$ cat src/rne_pkg.sv
`default_nettype none
package rne_pkg;

  // highest convertible value plus one
  localparam int VALUE_LIMIT = 5000;
  localparam logic [7:0] CASE_BIT = 8'h20;

  localparam logic [7:0] CHAR_I = 8'h49;
  localparam logic [7:0] CHAR_V = 8'h56;
  localparam logic [7:0] CHAR_X = 8'h58;
  localparam logic [7:0] CHAR_L = 8'h4c;
  localparam logic [7:0] CHAR_C = 8'h43;
  localparam logic [7:0] CHAR_D = 8'h44;
  localparam logic [7:0] CHAR_M = 8'h4d;

  // decade positions, most significant first
  localparam logic [1:0] DEC_THOU = 2'd0;
  localparam logic [1:0] DEC_HUND = 2'd1;
  localparam logic [1:0] DEC_TENS = 2'd2;
  localparam logic [1:0] DEC_ONES = 2'd3;

  // symbol within a decade: one, five, next decade's one
  typedef enum logic [1:0] {
    SYM_ONE,
    SYM_FIVE,
    SYM_TEN
  } sym_t;

  // one classified item handed from front to back
  typedef struct packed {
    logic       oor;
    logic       lower;
    logic [2:0] thou;
    logic [3:0] hund;
    logic [3:0] tens;
    logic [3:0] ones;
  } desc_t;

  typedef enum logic [2:0] {
    FS_IDLE,
    FS_THOU,
    FS_HUND,
    FS_TENS,
    FS_PUSH
  } front_state_t;

  typedef enum logic {
    BS_IDLE,
    BS_EMIT
  } back_state_t;

  // number of letters a decimal digit takes
  function automatic logic [2:0] pat_len(input logic [3:0] d);
    logic [2:0] n;
    case (d)
      4'd0:    n = 3'd0;
      4'd1:    n = 3'd1;
      4'd2:    n = 3'd2;
      4'd3:    n = 3'd3;
      4'd4:    n = 3'd2;
      4'd5:    n = 3'd1;
      4'd6:    n = 3'd2;
      4'd7:    n = 3'd3;
      4'd8:    n = 3'd4;
      4'd9:    n = 3'd2;
      default: n = 3'd0;
    endcase
    return n;
  endfunction

  // symbol at position p of the subtractive pattern for digit d
  function automatic sym_t pat_sym(input logic [3:0] d, input logic [1:0] p);
    sym_t s;
    case (d)
      4'd4:    s = (p == 2'd0) ? SYM_ONE : SYM_FIVE;
      4'd5,
      4'd6,
      4'd7,
      4'd8:    s = (p == 2'd0) ? SYM_FIVE : SYM_ONE;
      4'd9:    s = (p == 2'd0) ? SYM_ONE : SYM_TEN;
      default: s = SYM_ONE;
    endcase
    return s;
  endfunction

  // uppercase letter for a symbol in a decade
  function automatic logic [7:0] dec_letter(input logic [1:0] dec, input sym_t s);
    logic [7:0] ch;
    case (dec)
      DEC_THOU: ch = CHAR_M;
      DEC_HUND: ch = (s == SYM_ONE) ? CHAR_C : ((s == SYM_FIVE) ? CHAR_D : CHAR_M);
      DEC_TENS: ch = (s == SYM_ONE) ? CHAR_X : ((s == SYM_FIVE) ? CHAR_L : CHAR_C);
      DEC_ONES: ch = (s == SYM_ONE) ? CHAR_I : ((s == SYM_FIVE) ? CHAR_V : CHAR_X);
      default:  ch = CHAR_M;
    endcase
    return ch;
  endfunction

endpackage
`default_nettype wire

$ cat src/rne_front.sv
`default_nettype none
module rne_front
  import rne_pkg::*;
(
  input  wire logic               clk,
  input  wire logic               rst_n,
  input  wire logic               in_valid,
  output logic                    in_ready,
  input  wire logic signed [31:0] in_value,
  input  wire logic               in_lower_case,
  output logic                    push_valid,
  input  wire logic               push_ready,
  output desc_t                   push_data
);

  // largest k in 0..9 with k*unit <= v
  function automatic logic [3:0] dig_of(input logic [12:0] v, input logic [12:0] unit);
    logic [3:0]  d;
    logic [16:0] thr;
    d = 4'd0;
    for (int k = 1; k <= 9; k++) begin
      thr = 17'(k) * {4'd0, unit};
      if ({4'd0, v} >= thr) d = 4'(k);
    end
    return d;
  endfunction

  function automatic logic [12:0] rem_of(input logic [12:0] v, input logic [3:0] d,
                                         input logic [12:0] unit);
    logic [16:0] sub;
    sub = {13'd0, d} * {4'd0, unit};
    return v - sub[12:0];
  endfunction

  front_state_t state_r, state_nxt;
  desc_t        desc_r, desc_nxt;
  logic [12:0]  rem_r, rem_nxt;
  logic [3:0]   dig;
  logic         in_range;

  assign in_range = (in_value > 32'sd0) && (in_value < 32'(VALUE_LIMIT));

  always_comb begin
    state_nxt = state_r;
    case (state_r)
      FS_IDLE: if (in_valid) state_nxt = in_range ? FS_THOU : FS_PUSH;
      FS_THOU: state_nxt = FS_HUND;
      FS_HUND: state_nxt = FS_TENS;
      FS_TENS: state_nxt = FS_PUSH;
      FS_PUSH: if (push_ready) state_nxt = FS_IDLE;
      default: state_nxt = FS_IDLE;
    endcase
  end

  always_comb begin
    in_ready   = (state_r == FS_IDLE);
    push_valid = (state_r == FS_PUSH);
    push_data  = desc_r;
  end

  always_comb begin
    desc_nxt = desc_r;
    rem_nxt  = rem_r;
    dig      = 4'd0;
    case (state_r)
      FS_IDLE: begin
        desc_nxt       = '0;
        desc_nxt.oor   = !in_range;
        desc_nxt.lower = in_lower_case;
        rem_nxt        = in_value[12:0];
      end
      FS_THOU: begin
        dig           = dig_of(rem_r, 13'd1000);
        desc_nxt.thou = dig[2:0];
        rem_nxt       = rem_of(rem_r, dig, 13'd1000);
      end
      FS_HUND: begin
        dig           = dig_of(rem_r, 13'd100);
        desc_nxt.hund = dig;
        rem_nxt       = rem_of(rem_r, dig, 13'd100);
      end
      FS_TENS: begin
        dig           = dig_of(rem_r, 13'd10);
        desc_nxt.tens = dig;
        rem_nxt       = rem_of(rem_r, dig, 13'd10);
        desc_nxt.ones = rem_nxt[3:0];
      end
      default: ;
    endcase
  end

  always_ff @(posedge clk) begin
    if (!rst_n) begin
      state_r <= FS_IDLE;
    end else begin
      state_r <= state_nxt;
    end
  end

  always_ff @(posedge clk) begin
    if (state_r != FS_PUSH) begin
      desc_r <= desc_nxt;
      rem_r  <= rem_nxt;
    end
  end

  a_push_digits: assert property (@(posedge clk) disable iff (!rst_n)
    push_valid && !push_data.oor |->
      push_data.hund <= 4'd9 && push_data.tens <= 4'd9 && push_data.ones <= 4'd9)
    else $error("digit above nine handed to back end");

  a_range_skips: assert property (@(posedge clk) disable iff (!rst_n)
    in_valid && in_ready && !in_range |=> state_r == FS_PUSH && desc_r.oor)
    else $error("out-of-range item not flagged");

  a_nonzero: assert property (@(posedge clk) disable iff (!rst_n)
    push_valid && !push_data.oor |->
      (push_data.thou != 3'd0 || push_data.hund != 4'd0 ||
       push_data.tens != 4'd0 || push_data.ones != 4'd0))
    else $error("in-range item with no digits");

endmodule
`default_nettype wire

$ cat src/rne_queue.sv
`default_nettype none
module rne_queue
  import rne_pkg::*;
#(
  parameter int DEPTH = 2
) (
  input  wire logic  clk,
  input  wire logic  rst_n,
  input  wire logic  push_valid,
  output logic       push_ready,
  input  wire desc_t push_data,
  output logic       pop_valid,
  input  wire logic  pop_ready,
  output desc_t      pop_data
);

  localparam int PTR_W = (DEPTH > 1) ? $clog2(DEPTH) : 1;
  localparam int CNT_W = $clog2(DEPTH + 1);

  desc_t             mem_r [DEPTH];
  logic [PTR_W-1:0]  wr_ptr_r, wr_ptr_nxt;
  logic [PTR_W-1:0]  rd_ptr_r, rd_ptr_nxt;
  logic [CNT_W-1:0]  count_r, count_nxt;
  logic              do_push, do_pop;

  assign push_ready = (count_r != CNT_W'(DEPTH));
  assign pop_valid  = (count_r != '0);
  assign pop_data   = mem_r[rd_ptr_r];
  assign do_push    = push_valid && push_ready;
  assign do_pop     = pop_valid && pop_ready;

  always_comb begin
    wr_ptr_nxt = wr_ptr_r;
    rd_ptr_nxt = rd_ptr_r;
    count_nxt  = count_r;
    if (do_push) wr_ptr_nxt = (wr_ptr_r == PTR_W'(DEPTH - 1)) ? '0 : wr_ptr_r + 1'b1;
    if (do_pop)  rd_ptr_nxt = (rd_ptr_r == PTR_W'(DEPTH - 1)) ? '0 : rd_ptr_r + 1'b1;
    if (do_push && !do_pop) count_nxt = count_r + 1'b1;
    if (!do_push && do_pop) count_nxt = count_r - 1'b1;
  end

  always_ff @(posedge clk) begin
    if (!rst_n) begin
      wr_ptr_r <= '0;
      rd_ptr_r <= '0;
      count_r  <= '0;
    end else begin
      wr_ptr_r <= wr_ptr_nxt;
      rd_ptr_r <= rd_ptr_nxt;
      count_r  <= count_nxt;
    end
  end

  always_ff @(posedge clk) begin
    if (do_push) mem_r[wr_ptr_r] <= push_data;
  end

  a_count_bound: assert property (@(posedge clk) disable iff (!rst_n)
    count_r <= CNT_W'(DEPTH))
    else $error("queue fill count beyond depth");

  a_ptr_gap: assert property (@(posedge clk) disable iff (!rst_n)
    (count_r == '0 || count_r == CNT_W'(DEPTH)) |-> wr_ptr_r == rd_ptr_r)
    else $error("queue pointers disagree with fill count");

  a_count_step: assert property (@(posedge clk) disable iff (!rst_n)
    do_push && !do_pop |=> count_r == $past(count_r) + 1'b1)
    else $error("queue count did not follow a lone push");

endmodule
`default_nettype wire

$ cat src/rne_back.sv
`default_nettype none
module rne_back
  import rne_pkg::*;
(
  input  wire logic  clk,
  input  wire logic  rst_n,
  input  wire logic  pop_valid,
  output logic       pop_ready,
  input  wire desc_t pop_data,
  output logic       out_valid,
  input  wire logic  out_ready,
  output logic [7:0] out_letter,
  output logic       out_last,
  output logic       out_out_of_range
);

  back_state_t state_r, state_nxt;
  desc_t       desc_r;
  logic [1:0]  dec_r, dec_nxt;
  logic [1:0]  pat_r, pat_nxt;
  logic        out_valid_r;
  logic [7:0]  letter_r;
  logic        last_r;
  logic        oor_r;

  logic [2:0]  lens [4];
  logic [3:0]  cur_digit;
  logic        at_end;
  logic        has_next;
  logic [1:0]  next_dec;
  logic [1:0]  first_dec;
  logic        emit;
  logic        char_last;
  logic [7:0]  char_val;
  sym_t        sym;

  // first decade with any letters in a freshly popped item
  always_comb begin
    first_dec = DEC_ONES;
    if (pop_data.tens != 4'd0) first_dec = DEC_TENS;
    if (pop_data.hund != 4'd0) first_dec = DEC_HUND;
    if (pop_data.thou != 3'd0) first_dec = DEC_THOU;
  end

  always_comb begin
    lens[0] = desc_r.thou;
    lens[1] = pat_len(desc_r.hund);
    lens[2] = pat_len(desc_r.tens);
    lens[3] = pat_len(desc_r.ones);
    case (dec_r)
      DEC_HUND: cur_digit = desc_r.hund;
      DEC_TENS: cur_digit = desc_r.tens;
      DEC_ONES: cur_digit = desc_r.ones;
      default:  cur_digit = 4'd0;
    endcase
    at_end   = ({1'b0, pat_r} + 3'd1 == lens[dec_r]);
    has_next = 1'b0;
    next_dec = dec_r;
    for (int i = 3; i >= 0; i--) begin
      if (2'(i) > dec_r && lens[i] != 3'd0) begin
        has_next = 1'b1;
        next_dec = 2'(i);
      end
    end
  end

  // character for the current position
  always_comb begin
    sym       = (dec_r == DEC_THOU) ? SYM_ONE : pat_sym(cur_digit, pat_r);
    char_val  = dec_letter(dec_r, sym);
    if (desc_r.lower) char_val = char_val | CASE_BIT;
    char_last = at_end && !has_next;
    if (desc_r.oor) begin
      char_val  = 8'd0;
      char_last = 1'b1;
    end
  end

  always_comb begin
    state_nxt = state_r;
    case (state_r)
      BS_IDLE: if (pop_valid) state_nxt = BS_EMIT;
      BS_EMIT: if (emit && char_last) state_nxt = BS_IDLE;
      default: state_nxt = BS_IDLE;
    endcase
  end

  always_comb begin
    pop_ready = (state_r == BS_IDLE);
    emit      = (state_r == BS_EMIT) && (!out_valid_r || out_ready);
  end

  always_comb begin
    dec_nxt = dec_r;
    pat_nxt = pat_r;
    if (pop_valid && pop_ready) begin
      dec_nxt = first_dec;
      pat_nxt = 2'd0;
    end else if (emit) begin
      if (at_end) begin
        dec_nxt = next_dec;
        pat_nxt = 2'd0;
      end else begin
        pat_nxt = pat_r + 2'd1;
      end
    end
  end

  always_ff @(posedge clk) begin
    if (!rst_n) begin
      state_r     <= BS_IDLE;
      out_valid_r <= 1'b0;
    end else begin
      state_r <= state_nxt;
      if (emit)           out_valid_r <= 1'b1;
      else if (out_ready) out_valid_r <= 1'b0;
    end
  end

  always_ff @(posedge clk) begin
    dec_r <= dec_nxt;
    pat_r <= pat_nxt;
    if (pop_valid && pop_ready) desc_r <= pop_data;
    if (emit) begin
      letter_r <= char_val;
      last_r   <= char_last;
      oor_r    <= desc_r.oor;
    end
  end

  assign out_valid        = out_valid_r;
  assign out_letter       = letter_r;
  assign out_last         = last_r;
  assign out_out_of_range = oor_r;

  a_oor_single: assert property (@(posedge clk) disable iff (!rst_n)
    out_valid && out_out_of_range |-> out_last && out_letter == 8'd0)
    else $error("out-of-range result not a single zero character");

  a_letter_nonzero: assert property (@(posedge clk) disable iff (!rst_n)
    out_valid && !out_out_of_range |-> out_letter != 8'd0)
    else $error("in-range result carries no letter");

  a_emit_stays: assert property (@(posedge clk) disable iff (!rst_n)
    state_r == BS_EMIT && !(emit && char_last) |=> state_r == BS_EMIT)
    else $error("back end left a numeral before its last character");

endmodule
`default_nettype wire

$ cat src/roman_numeral_encoder.sv
`default_nettype none
// Roman numeral encoder: each input transfer carries a signed 32-bit value and a
// case flag; the block answers with the numeral as a run of ASCII characters,
// one per output transfer, out_last high on the final one. Values 1 to 4999 are
// converted (4000 and up as MMMM); anything else gives a single transfer with
// letter 0, out_last and out_out_of_range high. The front end handles an
// in-range item in steps (range check, then split off thousands, hundreds and
// tens in turn) and then hands it to a small queue; an out-of-range item skips
// the split. The back end loads an item and then emits its characters one at
// a time, stalling while the output side holds off; a numeral has 1 to 16
// characters. With no stalls the sustained rate per item is set by the slower
// half, so short numerals of up to three characters are front-bound and longer
// ones back-bound. The queue lets the front end split the next value while the
// back end is still spelling the previous one.
module roman_numeral_encoder
  import rne_pkg::*;
#(
  parameter int QUEUE_DEPTH = 2
) (
  input  wire logic               clk,
  input  wire logic               rst_n,
  // input channel
  input  wire logic               in_valid,
  output logic                    in_ready,
  input  wire logic signed [31:0] in_value,
  input  wire logic               in_lower_case,
  // result channel
  output logic                    out_valid,
  input  wire logic               out_ready,
  output logic [7:0]              out_letter,
  output logic                    out_last,
  output logic                    out_out_of_range
);

  // front to queue
  logic  fq_valid;
  logic  fq_ready;
  desc_t fq_data;
  // queue to back
  logic  qb_valid;
  logic  qb_ready;
  desc_t qb_data;

  // range check and decimal split
  rne_front u_front (
    .clk           (clk),
    .rst_n         (rst_n),
    .in_valid      (in_valid),
    .in_ready      (in_ready),
    .in_value      (in_value),
    .in_lower_case (in_lower_case),
    .push_valid    (fq_valid),
    .push_ready    (fq_ready),
    .push_data     (fq_data)
  );

  // decouples the two halves
  rne_queue #(
    .DEPTH (QUEUE_DEPTH)
  ) u_queue (
    .clk        (clk),
    .rst_n      (rst_n),
    .push_valid (fq_valid),
    .push_ready (fq_ready),
    .push_data  (fq_data),
    .pop_valid  (qb_valid),
    .pop_ready  (qb_ready),
    .pop_data   (qb_data)
  );

  // letter sequencer with registered output
  rne_back u_back (
    .clk              (clk),
    .rst_n            (rst_n),
    .pop_valid        (qb_valid),
    .pop_ready        (qb_ready),
    .pop_data         (qb_data),
    .out_valid        (out_valid),
    .out_ready        (out_ready),
    .out_letter       (out_letter),
    .out_last         (out_last),
    .out_out_of_range (out_out_of_range)
  );

endmodule
`default_nettype wire

$ cat config.mk
export PLATFORM = sky130hd
export DESIGN_NAME = roman_numeral_encoder
export DESIGN_NICKNAME = d
export VERILOG_FILES = /design/src/rne_pkg.sv /design/src/rne_front.sv /design/src/rne_queue.sv /design/src/rne_back.sv /design/src/roman_numeral_encoder.sv
export SDC_FILE = /design/constraint.sdc
export NUM_CORES = 1
export LEC_CHECK = 0
export BUFFER_PORTS_ARGS = -buffer_cell sky130_fd_sc_hd__buf_2
export CAP_MARGIN = 40
export CORE_UTILIZATION = 60
export DETAILED_ROUTE_END_ITERATION = 10
export PLACE_DENSITY_LB_ADDON = 0.1
export SETUP_SLACK_MARGIN = 0.4
export SLEW_MARGIN = 20
export SYNTH_ARGS = -nofsm -noshare
export SYNTH_HDL_FRONTEND = slang
export SYNTH_SLANG_ARGS = --single-unit
export TNS_END_PERCENT = 50
$ cat constraint.sdc
create_clock -name clk -period 9.9 [get_ports clk]
set_input_delay 0.99 -clock clk [delete_from_list [all_inputs] [get_ports clk]]
set_output_delay 0.99 -clock clk [all_outputs]
set_load 0.05 [all_outputs]
==> out/results.ini, run 1 <==
[synth]
netlist_area_um2=7360
synthSimpleGateAreaFrac_pct=16.5
synthMuxAreaShare_pct=4.52
synthTopCellsByArea=edfxtp_1 (38%), ha_1 (9.0%), dfxtp_1 (5.7%), o21ai_0 (3.4%), nor2_1 (3.2%)
synth_edf_count=92
syn-num-nets=826
synthXorXnorAreaFrac_pct=4.04
synth_area_per_cell_um2=10.1
synth_top_area_share_pct=37.5
yosysUniqueCellTypes=79
synthAdderAreaFrac_pct=11.5
yosysWarnings=0
synth-seq-cells=113
netlist_instances=727
ys_seq_area_share_pct=43.2
yosys.area.top_type=edfxtp_1
synth_top_family_by_area=simple AND/OR/NAND/NOR gates
synth-compound-area-share_pct=15.7
async_flop_share_pct=0
synthFlopType=edfxtp_1

[floorplan]
io_pins=49
die_y_um=113
dieWidth_um=113
num_rows=40
core_area_um2=12000
initial_utilization_pct=61.5
die-area_um2=12700

[clocking]
numCtsBuffers=17
clkTransAtPathRegs_ns=0.06
clk-insertion-delay-late_ns=0.42
cts_tree=yes
cts.sinks=113
clock-root-buffer=clkbuf_16
max-clock-path-buffers=2
h-tree-depth=4
cts.repair.resized=0
cts_setup_buffers=0
cts-hold-fix-buffers=0

[setup_path]
setup.worst_path.end_class=flip-flop
cp_max_fo=26
arrival_ns=5.60
path_class=reg2reg
cp_data_required_time_ns=10.06
regToRegStartpoint=u_front.rem_r[6]
crit_start=u_front.rem_r[6]
start_kind=flip-flop

[place]
gp_congestion=0.926
port_buffers=47
dp_hpwl_mm=13.6

[power_and_ir_drop]
leakage_nw=3.28
clkPwrFrac_pct=26.9
switching_power_uw=827
comb_power_share_pct=39.9
totalPowerFinal_mw=2.21
ir_drop_mv=0.132
internal_power_mw=1.38
seqPwrFrac_pct=33.2
p_sw_share_pct=37.5
pwr_density_cell_nw_per_um2=267

[sta]
finalHoldViolCount=0
fin_crit_ns=5.44
fmax_ghz=0.184
clock-skew-final_ns=0.0114
slew_violations=0
fin_setup_tns_ns=0
tightest_slew_ns=0.859
finalSetupViolCount=0
min_period_over_period_pct=55.0
rsz0062_at_grt=no
timing.slew.headroom_pct=42.7

[grt]
antenna_found_initial=0
busiest_layer=met2
use_met2_pct=53.6
grt_pass1_vias=5804
use_met3_pct=6.53
met1_usage_pct=33.9
grt_util_all_layers_pct=30.1
grt_max_degree=28
overflow=0
grt_pass1_wl_mm=29.2

[layout]
nets=868
fillerInstances=922
syn_to_final_growth_pct=12.4
diodes=0
fin_util_pct=69.2
layout-drive-gt1-share_pct=15.3

[detailed_routing]
wl_mm=18.0
post_drt_wl_per_cell_um=19.4
drc=0
drt-pass1-iter-count=5
vias=5785
ant_nets=0
drt_iter0_markers=303
via_per_inst=6.23

[worst_hold_path]
hold_start=u_front.push_data[6]
hp-class=reg2reg

[status]
status=complete, no violations

[flow_run]
drv_cap=0

stage by stage:
step	cells	worst slack, ns	cell area (µm²)	hold WS (ns)
after global routing	929	3.96	8270	0.463
after CTS	927	4.50	8250	0.445
after detailed placement	895	4.51	7670	0.435
after global placement	895	4.66	7670	0.423
final	929	4.46	8270	0.447
after floorplan	727	5.12	7360	0.421
power by group through the flow:
stage | combinational, mW | clock (mW) | sequential, mW
after floorplan | 0.685 | 0 | 0.717
after global placement | 0.820 | 0 | 0.739
after detailed placement | 0.856 | 0 | 0.745
after CTS | 0.866 | 0.597 | 0.737
after global routing | 0.976 | 0.619 | 0.745
final | 0.882 | 0.593 | 0.732
cells by family (layout without fill, tap and decap cells):
group                      count (synthesis)  after routing
and+or+nand+nor                          235            235
AOI/OAI and AO/OA                        176            176
DFF                                      113            113
muxes                                     26             26
buffers and inverters                     80            135
xor gates and xnor gates                  34             34
adders and majority gates                 62             62
other                                      1              1
cell usage after synthesis, drive strengths merged (12+ instances only):
library cell / instances
nor2b: 17
dfxtp: 21
nand2b: 18
ha: 53
nor4: 13
clkbuf: 24
a21oi: 36
xnor2: 21
nor3: 23
o21ai: 51
xor2: 13
nand2: 41
edfxtp: 92
nand3: 12
nor2: 64
inv: 46
mux2: 15
o21a: 13
critical path, cell delays in order (launching register included):
cell and delay (ns):
edfxtp_1 0.87, o21ai_0 0.40, nor2_1 0.19, nor2_1 0.08, a32oi_1 0.21, o22ai_1 0.16
and2_1 0.34, ha_1 0.34, ha_1 0.22, inv_1 0.07, fa_1 0.42, ha_1 0.33
nor2b_1 0.14, a311o_1 0.37, a211oi_1 0.36, nor4_1 0.08, a31o_2 0.22, or3_1 0.37
final cells by class:
cell class                 count  area, µm²  share of cell area [%]
clock buffer                  19        443                    5.35
clock inverter                13        138                    1.66
inverter                      48        180                    2.18
multi-input combinational    534       3840                    46.5
sequential                   113       3180                    38.5
tap                          147        184                    2.22
timing repair buffer          55        300                    3.63
routing by layer:
| layer | wire, µm | up-vias | part of all wire (%) |
|---|---|---|---|
| met2 | 9330 | 211 | 52 |
| met4 | 788 | 0 | 4.4 |
| met3 | 980 | 51 | 5.4 |
| li1 | - | 2761 | - |
| met1 | 6930 | 2762 | 38 |
| met5 | 0 | - | 0 |
state kept, by name, summed over array words and instances (netlist names), 2 cells and up, named ones only:
register and cells:
u_queue.count_r 2, u_back.lens 9, u_front.rem_r 13, u_front.push_data 17
u_front.state_r 3, u_back.desc_r 17, u_queue.mem_r 34, u_back.dec_r 2
u_back.out_letter 7, u_back.pat_r 2
cells in the final DEF (no fill, tap or decap), types with 18 or more instances in the layout:
cell type	n
dfxtp_1	21
ha_1	53
nand2b_1	18
nor2_1	63
nand2_1	41
inv_1	46
o21ai_0	49
nor3_1	22
buf_2	48
edfxtp_1	92
xnor2_1	21
a21oi_1	36
path summary, 6_finish.rpt:
check | to | slack [ns] | cells after the start
max | u_front.rem_r[10] | 4.46 | 17
min | u_queue.mem_r[1][6] | 0.45 | 0
max reg2reg | u_front.rem_r[10] | 4.46 | 17
min reg2reg | u_queue.mem_r[1][6] | 0.45 | 0
(Power assumes the default switching activity.)
==> run 2: changes to the inputs <==
--- a/config.mk
+++ b/config.mk
@@ -5,6 +5,7 @@
 export SDC_FILE = /design/constraint.sdc
 export NUM_CORES = 1
 export LEC_CHECK = 0
+export ABC_AREA = 1
 export BUFFER_PORTS_ARGS = -buffer_cell sky130_fd_sc_hd__buf_2
 export CAP_MARGIN = 40
 export CORE_UTILIZATION = 60
==> constraint.sdc (replaced) <==
create_clock -name clk -period 5.3 [get_ports clk]
set_input_delay 0.53 -clock clk [delete_from_list [all_inputs] [get_ports clk]]
set_output_delay 0.53 -clock clk [all_outputs]
set_load 0.05 [all_outputs]
==> run 2 against run 1 <==
  * First-iteration DRC count rose to 2.8 times the previous value
  * Sequential share of layout area down 2.5 points
  * Largest cell class unchanged
  * Non-clock buffer count up 22
  * Maximum frequency up 14%
  * Register-to-register slack worse by 3.9 ns
  * Hold slack worse by 0.16 ns
  * Global-route usage up 1.1 points
  * Die area up 3.4%
  * Area after synthesis up 3.4%
==> out/results.ini, run 2 <==
[status]
status=complete, no violations  ; unchanged

[setup_path]
cp_data_required_time_ns=5.45  ; was 10.06 ns
start_kind=flip-flop  ; unchanged
setup.worst_path.end_class=flip-flop  ; unchanged
crit_start=u_front.rem_r[6]  ; unchanged
cp_max_fo=7  ; was 26
cpMaxStageDelayCell=edfxtp_1  ; unchanged
arrival_ns=4.91  ; was 5.60 ns
crit_chain=buf_4 > inv_1 > nand2_1 > nand4_1 > nand2_2 > inv_1 > ha_1 > inv_1 > fa_1 > ha_1 > a21oi_2 > o21ai_0 > xor2_1 > ha_1 > a21o_1 > a31oi_1 > nand2_1 > or2_2 > nand3_1 > nand4_1  ; was o21ai_0 > nor2_1 > nor2_1 > a32oi_1 > o22ai_1 > and2_1 > ha_1 > ha_1 > inv_1 > fa_1 > ha_1 > nor2b_1 > a311o_1 > a211oi_1 > nor4_1 > a31o_2 > or3_1
reg2reg_to=u_front.rem_r[11]  ; was u_front.rem_r[10]
critPathCapture=u_front.rem_r[11]  ; was u_front.rem_r[10]
reg2reg_slack_ns=0.54  ; was 4.46 ns
path_class=reg2reg  ; unchanged
regToRegStartpoint=u_front.rem_r[6]  ; unchanged
rr_worst_depth=20  ; was 17
slowest_delay_ns=0.52  ; was 0.87 ns

[sta]
clock-skew-final_ns=0.00784  ; was 0.0114 ns
rsz0062_at_grt=yes  ; was no
finalHoldViolCount=0  ; unchanged
tightest_slew_ns=0.765  ; was 0.859 ns
min_period_over_period_pct=89.8  ; was 55.0%
fin_setup_tns_ns=0  ; unchanged
timing.slew.headroom_pct=48.8  ; was 42.7%
slew_violations=0  ; unchanged
fmax_ghz=0.210  ; was 0.184 GHz
finalSetupViolCount=0  ; unchanged
fin_crit_ns=4.76  ; was 5.44 ns

[synth]
netlist_instances=943  ; was 727
synthTopCellsByArea=edfxtp_1 (36%), nand2_1 (10%), ha_1 (8.7%), inv_1 (7.0%), dfxtp_1 (5.5%)  ; was edfxtp_1 (38%), ha_1 (9.0%), dfxtp_1 (5.7%), o21ai_0 (3.4%), nor2_1 (3.2%)
synth_area_per_cell_um2=8.07  ; was 10.1 µm²
yosysUniqueCellTypes=52  ; was 79
ys_seq_area_share_pct=41.8  ; was 43.2%
synthFlopType=edfxtp_1  ; unchanged
yosysWarnings=0  ; unchanged
syn-num-nets=1042  ; was 826
netlist_area_um2=7610  ; was 7360 µm²
synth_edf_count=92  ; unchanged
yosys.area.top_type=edfxtp_1  ; unchanged
synthSimpleGateAreaFrac_pct=23.5  ; was 16.5%
synth_top_area_share_pct=36.3  ; was 37.5%
synth-seq-cells=113  ; unchanged
synth-compound-area-share_pct=12.4  ; was 15.7%
synthAdderAreaFrac_pct=11.1  ; was 11.5%
synth.most_common_cell=nand2_1  ; was edfxtp_1
synthMuxAreaShare_pct=1.53  ; was 4.52%
synthXorXnorAreaFrac_pct=1.27  ; was 4.04%
synth_top_family_by_area=simple AND/OR/NAND/NOR gates  ; unchanged
async_flop_share_pct=0  ; unchanged
synth_common_cells=nand2_1 (206), inv_1 (141), nor2_1 (99), edfxtp_1 (92), a21oi_1 (63)  ; was edfxtp_1 (92), nor2_1 (63), ha_1 (53), o21ai_0 (50), inv_1 (46)

[floorplan]
dieWidth_um=115  ; was 113 µm
io_pins=49  ; unchanged
die-area_um2=13100  ; was 12700 µm²
die_y_um=115  ; was 113 µm
num_rows=40  ; unchanged
core_area_um2=12200  ; was 12000 µm²
initial_utilization_pct=62.3  ; was 61.5%

[grt]
grt_util_all_layers_pct=31.2  ; was 30.1%
grt_pass1_wl_mm=30.4  ; was 29.2 mm
grt_pass1_vias=6258  ; was 5804
overflow=0  ; unchanged
antenna_found_initial=0  ; unchanged
grt_max_degree=37  ; was 28

[place]
port_buffers=47  ; unchanged
gp_congestion=1.02  ; was 0.926
dp_hpwl_mm=14.6  ; was 13.6 mm

[layout]
syn_to_final_growth_pct=16.2  ; was 12.4%
final_common_cell=nand2_1  ; was edfxtp_1
regMostFlops=u_queue.mem_r  ; unchanged
reg_top3=u_queue.mem_r: 34 flops, u_back.desc_r: 17 flops, u_front.push_data: 17 flops  ; unchanged
nets=1122  ; was 868
diodes=0  ; unchanged
largest_register_ffs=34  ; unchanged
mostFrequentLayoutCells=nand2_1 (203), inv_1 (138), nor2_1 (98)  ; was edfxtp_1 (92), nor2_1 (63), ha_1 (53)
layout-drive-gt1-share_pct=15.5  ; was 15.3%

[clocking]
numCtsBuffers=17  ; unchanged
clk-insertion-delay-late_ns=0.42  ; about the same
clock-root-buffer=clkbuf_16  ; unchanged
max-clock-path-buffers=2  ; unchanged
h-tree-depth=4  ; unchanged
cts_tree=yes  ; unchanged
cts.sinks=113  ; unchanged
clkTransAtPathRegs_ns=0.06  ; about the same

[detailed_routing]
post_drt_wl_per_cell_um=16.2  ; was 19.4 µm
ant_nets=0  ; unchanged
vias=6793  ; was 5785
wl_mm=19.5  ; was 18.0 mm
drt-pass1-iter-count=6  ; was 5
drt_iter0_markers=855  ; was 303
via_per_inst=5.64  ; was 6.23
drc=0  ; unchanged

[worst_hold_path]
hp-class=in2reg  ; was reg2reg

[flow_run]
drv_cap=0  ; unchanged

-- run 2: changes by cell type after synthesis, sizes merged, moves of 12 or more --
cell	change
nand2	+170
nand3	+33
a21oi	+30
nand2b	-18
o21ai	+16
xnor2	-17
clkbuf	-20
o21a	-12
nor2b	-17
inv	+98
nand4	+15
nor2	+45
-- run 2: cell type report --
| class | count | area (µm²) |
|---|---|---|
| clock buffers | 17 | 425 |
| clock inverters | 15 | 183 |
| fillers | 1006 | 3360 |
| inverters | 147 | 553 |
| multi-input cells | 667 | 3830 |
| flip-flops and latches | 113 | 3180 |
| well taps | 168 | 210 |
| repair buffers | 77 | 468 |
-- run 2: kinds of logic after synthesis --
logic type,after synthesis
AND/OR/NAND/NOR,415
buffers and inverters,163
flip-flops,113
AO/OA/AOI/OAI,167
other,1
multiplexers,11
XOR/XNOR,11
adder cells (fa/ha/maj),62
-- run 2: repair_timing --
item	in CTS	in global routing
gates resized for setup	0	12
buffers inserted	0	23
endpoints found under the setup margin	0	3
hold buffers	0	0
-- run 2: layer usage --
layer  wire length [µm]  GRT usage (%)  up-vias
met3               1300           6.72       80
met5                  0              0        -
met1               7410           34.3     3059
li1                   -              -     3337
met4                913           15.2        0
met2               9890           57.0      317
-- run 2: worst min-delay path by stage --
stage                            end                  start  cells past startpoint  slack, ns
2_1_floorplan    u_queue.mem_r[0][0]   u_front.push_data[0]                      0       0.42
3_3_place_gp    u_queue.mem_r[1][11]  u_front.push_data[11]                      0       0.42
3_5_place_dp     u_queue.mem_r[1][6]   u_front.push_data[6]                      0       0.43
4_1_cts        u_front.push_data[15]          in_lower_case                      1       0.28
5_1_grt        u_front.push_data[15]          in_lower_case                      1       0.28
6_report       u_front.push_data[15]          in_lower_case                      1       0.29
-- run 2: stage by stage --
step / instances / utilization [%] / hold slack, ns / worst slack (ns) / area [µm²]
2_1_floorplan: 943 / - / 0.421 / 0.871 / 7610
3_3_place_gp: 1148 / 65.7 / 0.424 / 0.605 / 8020
3_5_place_dp: 1149 / 65.8 / 0.431 / 0.427 / 8040
4_1_cts: 1181 / 70.8 / 0.280 / 0.403 / 8640
5_1_grt: 1204 / 72.5 / 0.278 / 0.380 / 8850
6_report: 1204 / 72.5 / 0.289 / 0.542 / 8850
-- run 2: worst max-delay path: cells and delay by family (launching register included) --
family / cells / cell delay [ns]
XOR/XNOR: 1 / 0.16
AND/OR/NAND/NOR: 7 / 1.17
flip-flops: 1 / 0.52
buffers and inverters: 4 / 0.52
adder cells (fa/ha/maj): 4 / 1.50
AO/OA/AOI/OAI: 4 / 0.62
Power of run 2 is not shown: default switching activity piles up to over one toggle a cycle in this logic, so the estimate is an artifact.
==> run 3: changes to the inputs <==
--- a/config.mk
+++ b/config.mk
@@ -8,6 +8,7 @@
 export ABC_AREA = 1
 export BUFFER_PORTS_ARGS = -buffer_cell sky130_fd_sc_hd__buf_2
 export CAP_MARGIN = 40
+export CORE_MARGIN = 2
 export CORE_UTILIZATION = 60
 export DETAILED_ROUTE_END_ITERATION = 10
 export PLACE_DENSITY_LB_ADDON = 0.1
==> run 3 against run 2 <==
  * First-iteration DRC count fell by 18%
  * Sequential share of layout area rose by 0.087 points
  * Cell area fell by 0.24%
  * Critical endpoint is now u_front.rem_r[12]
==> out/results.ini, run 3 (synthesis results as in run 2) <==
[setup_path]
arrival_ns=4.95  ; was 4.91 ns
path_buf_inv=6  ; was 4
cp_data_required_time_ns=5.46  ; was 5.45 ns
setup.worst_path.end_class=flip-flop  ; unchanged
cp_max_fo=7  ; unchanged
rr_worst_depth=25  ; was 20
path_class=reg2reg  ; unchanged
start_kind=flip-flop  ; unchanged
cpMaxStageDelayCell=edfxtp_1  ; unchanged
reg2reg_slack_ns=0.51  ; was 0.54 ns
crit_family=adder cells  ; unchanged
regToRegStartpoint=u_front.rem_r[11]  ; was u_front.rem_r[6]
reg2reg_to=u_front.rem_r[12]  ; was u_front.rem_r[11]
slowest_delay_ns=0.53  ; was 0.52 ns

[floorplan]
initial_utilization_pct=60.8  ; was 62.3%
core_area_um2=12500  ; was 12200 µm²
num_rows=41  ; was 40
die_y_um=117  ; was 115 µm
dieWidth_um=117  ; was 115 µm
io_pins=49  ; unchanged
die-area_um2=13600  ; was 13100 µm²

[layout]
syn_to_final_growth_pct=16.0  ; was 16.2%
regMostFlops=u_queue.mem_r  ; unchanged
diodes=0  ; unchanged
final_common_cell=nand2_1  ; unchanged
largest_register_ffs=34  ; unchanged
nets=1119  ; was 1122
final_cell_count_no_fill=1205  ; was 1204
reg_top3=u_queue.mem_r: 34 flops, u_back.desc_r: 17 flops, u_front.push_data: 17 flops  ; unchanged
mostFrequentLayoutCells=nand2_1 (204), inv_1 (137), nor2_1 (98)  ; was nand2_1 (203), inv_1 (138), nor2_1 (98)
layout-drive-gt1-share_pct=15.0  ; was 15.5%

[clocking]
h-tree-depth=4  ; unchanged
cts.sinks=113  ; unchanged
cts-hold-fix-buffers=0  ; unchanged
numCtsBuffers=17  ; unchanged
clkTransAtPathRegs_ns=0.06  ; about the same
cts_tree=yes  ; unchanged
max-clock-path-buffers=2  ; unchanged
clk-insertion-delay-late_ns=0.41  ; was 0.42 ns
clock-root-buffer=clkbuf_16  ; unchanged

[sta]
min_period_over_period_pct=90.3  ; was 89.8%
timing.slew.headroom_pct=51.8  ; was 48.8%
tightest_slew_ns=0.720  ; was 0.765 ns
finalSetupViolCount=0  ; unchanged
slew_violations=0  ; unchanged
clock-skew-final_ns=0.0119  ; was 0.00784 ns
fin_crit_ns=4.79  ; was 4.76 ns
fin_setup_tns_ns=0  ; unchanged
rsz0062_at_grt=yes  ; unchanged
finalHoldViolCount=0  ; unchanged
fmax_ghz=0.209  ; was 0.210 GHz

[grt]
grt_pass1_vias=6273  ; was 6258
overflow=0  ; unchanged
grt_util_all_layers_pct=29.0  ; was 31.2%
antenna_found_initial=0  ; unchanged
grt_pass1_wl_mm=29.9  ; was 30.4 mm
grt_max_degree=31  ; was 37

[detailed_routing]
wl_mm=18.7  ; was 19.5 mm
ant_nets=0  ; unchanged
vias=6690  ; was 6793
drt-pass1-iter-count=10  ; was 6
drc=0  ; unchanged
via_per_inst=5.55  ; was 5.64
drt_iter0_markers=704  ; was 855
post_drt_wl_per_cell_um=15.5  ; was 16.2 µm

[place]
gp_congestion=1.00  ; was 1.02
dp_hpwl_mm=14.3  ; was 14.6 mm
dp_cells=1153  ; was 1149
port_buffers=47  ; unchanged

[status]
status=complete, no violations  ; unchanged

[worst_hold_path]
hp-class=in2reg  ; unchanged
holdPathEnd=u_front.push_data[15]  ; unchanged
holdPathStages=1  ; unchanged
hold_start=in_lower_case  ; unchanged

[flow_run]
drv_cap=0  ; unchanged

[run 3: cell count changes in the layout (fill, tap and decap cells not counted), sizes merged]
cell and delta:
inv -1, clkbuf +1, buf -3
[run 3: layout make-up]
class	count	area [µm²]
Clock inverter	14	179
Multi-Input combinational cell	667	3810
Timing Repair Buffer	74	445
Tap cell	172	215
Clock buffer	18	439
Sequential cell	113	3180
Fill cell	1049	3690
Inverter	147	557
[run 3: how the worst max path moves through the flow]
stage                                 start                end  cells after the start
after floorplan            u_front.rem_r[8]  u_front.rem_r[11]                     24
final                     u_front.rem_r[11]  u_front.rem_r[12]                     25
after CTS                  u_front.rem_r[7]  u_front.rem_r[11]                     24
after global routing      u_front.rem_r[11]  u_front.rem_r[12]                     25
after global placement     u_front.rem_r[7]  u_front.rem_r[11]                     23
after detailed placement   u_front.rem_r[7]  u_front.rem_r[11]                     23
[run 3: repair_timing]
item                       CTS  global route
gates resized for setup      0            10
setup endpoints to repair    0             4
setup buffers                0            20
[run 3: stage by stage]
step | area (µm²) | hold slack [ns] | worst slack, ns | utilization [%]
floorplan | 7610 | 0.421 | 0.871 | -
global placement | 8030 | 0.425 | 0.600 | 64.1
detailed placement | 8040 | 0.434 | 0.479 | 64.2
CTS | 8660 | 0.284 | 0.422 | 69.2
global route | 8830 | 0.286 | 0.309 | 70.5
finish | 8830 | 0.294 | 0.512 | 70.5
[run 3: metal layers]
metal / up-vias / routed length (µm) / part of all wire (%) / global-route usage (%)
li1: 3329 / - / - / -
met2: 246 / 9440 / 50 / 52.0
met1: 3038 / 7360 / 39 / 32.0
met4: 0 / 1050 / 5.6 / 17.4
met5: - / 0 / 0 / 0
met3: 77 / 893 / 4.8 / 5.40
Power of run 3 is left out for the same reason.
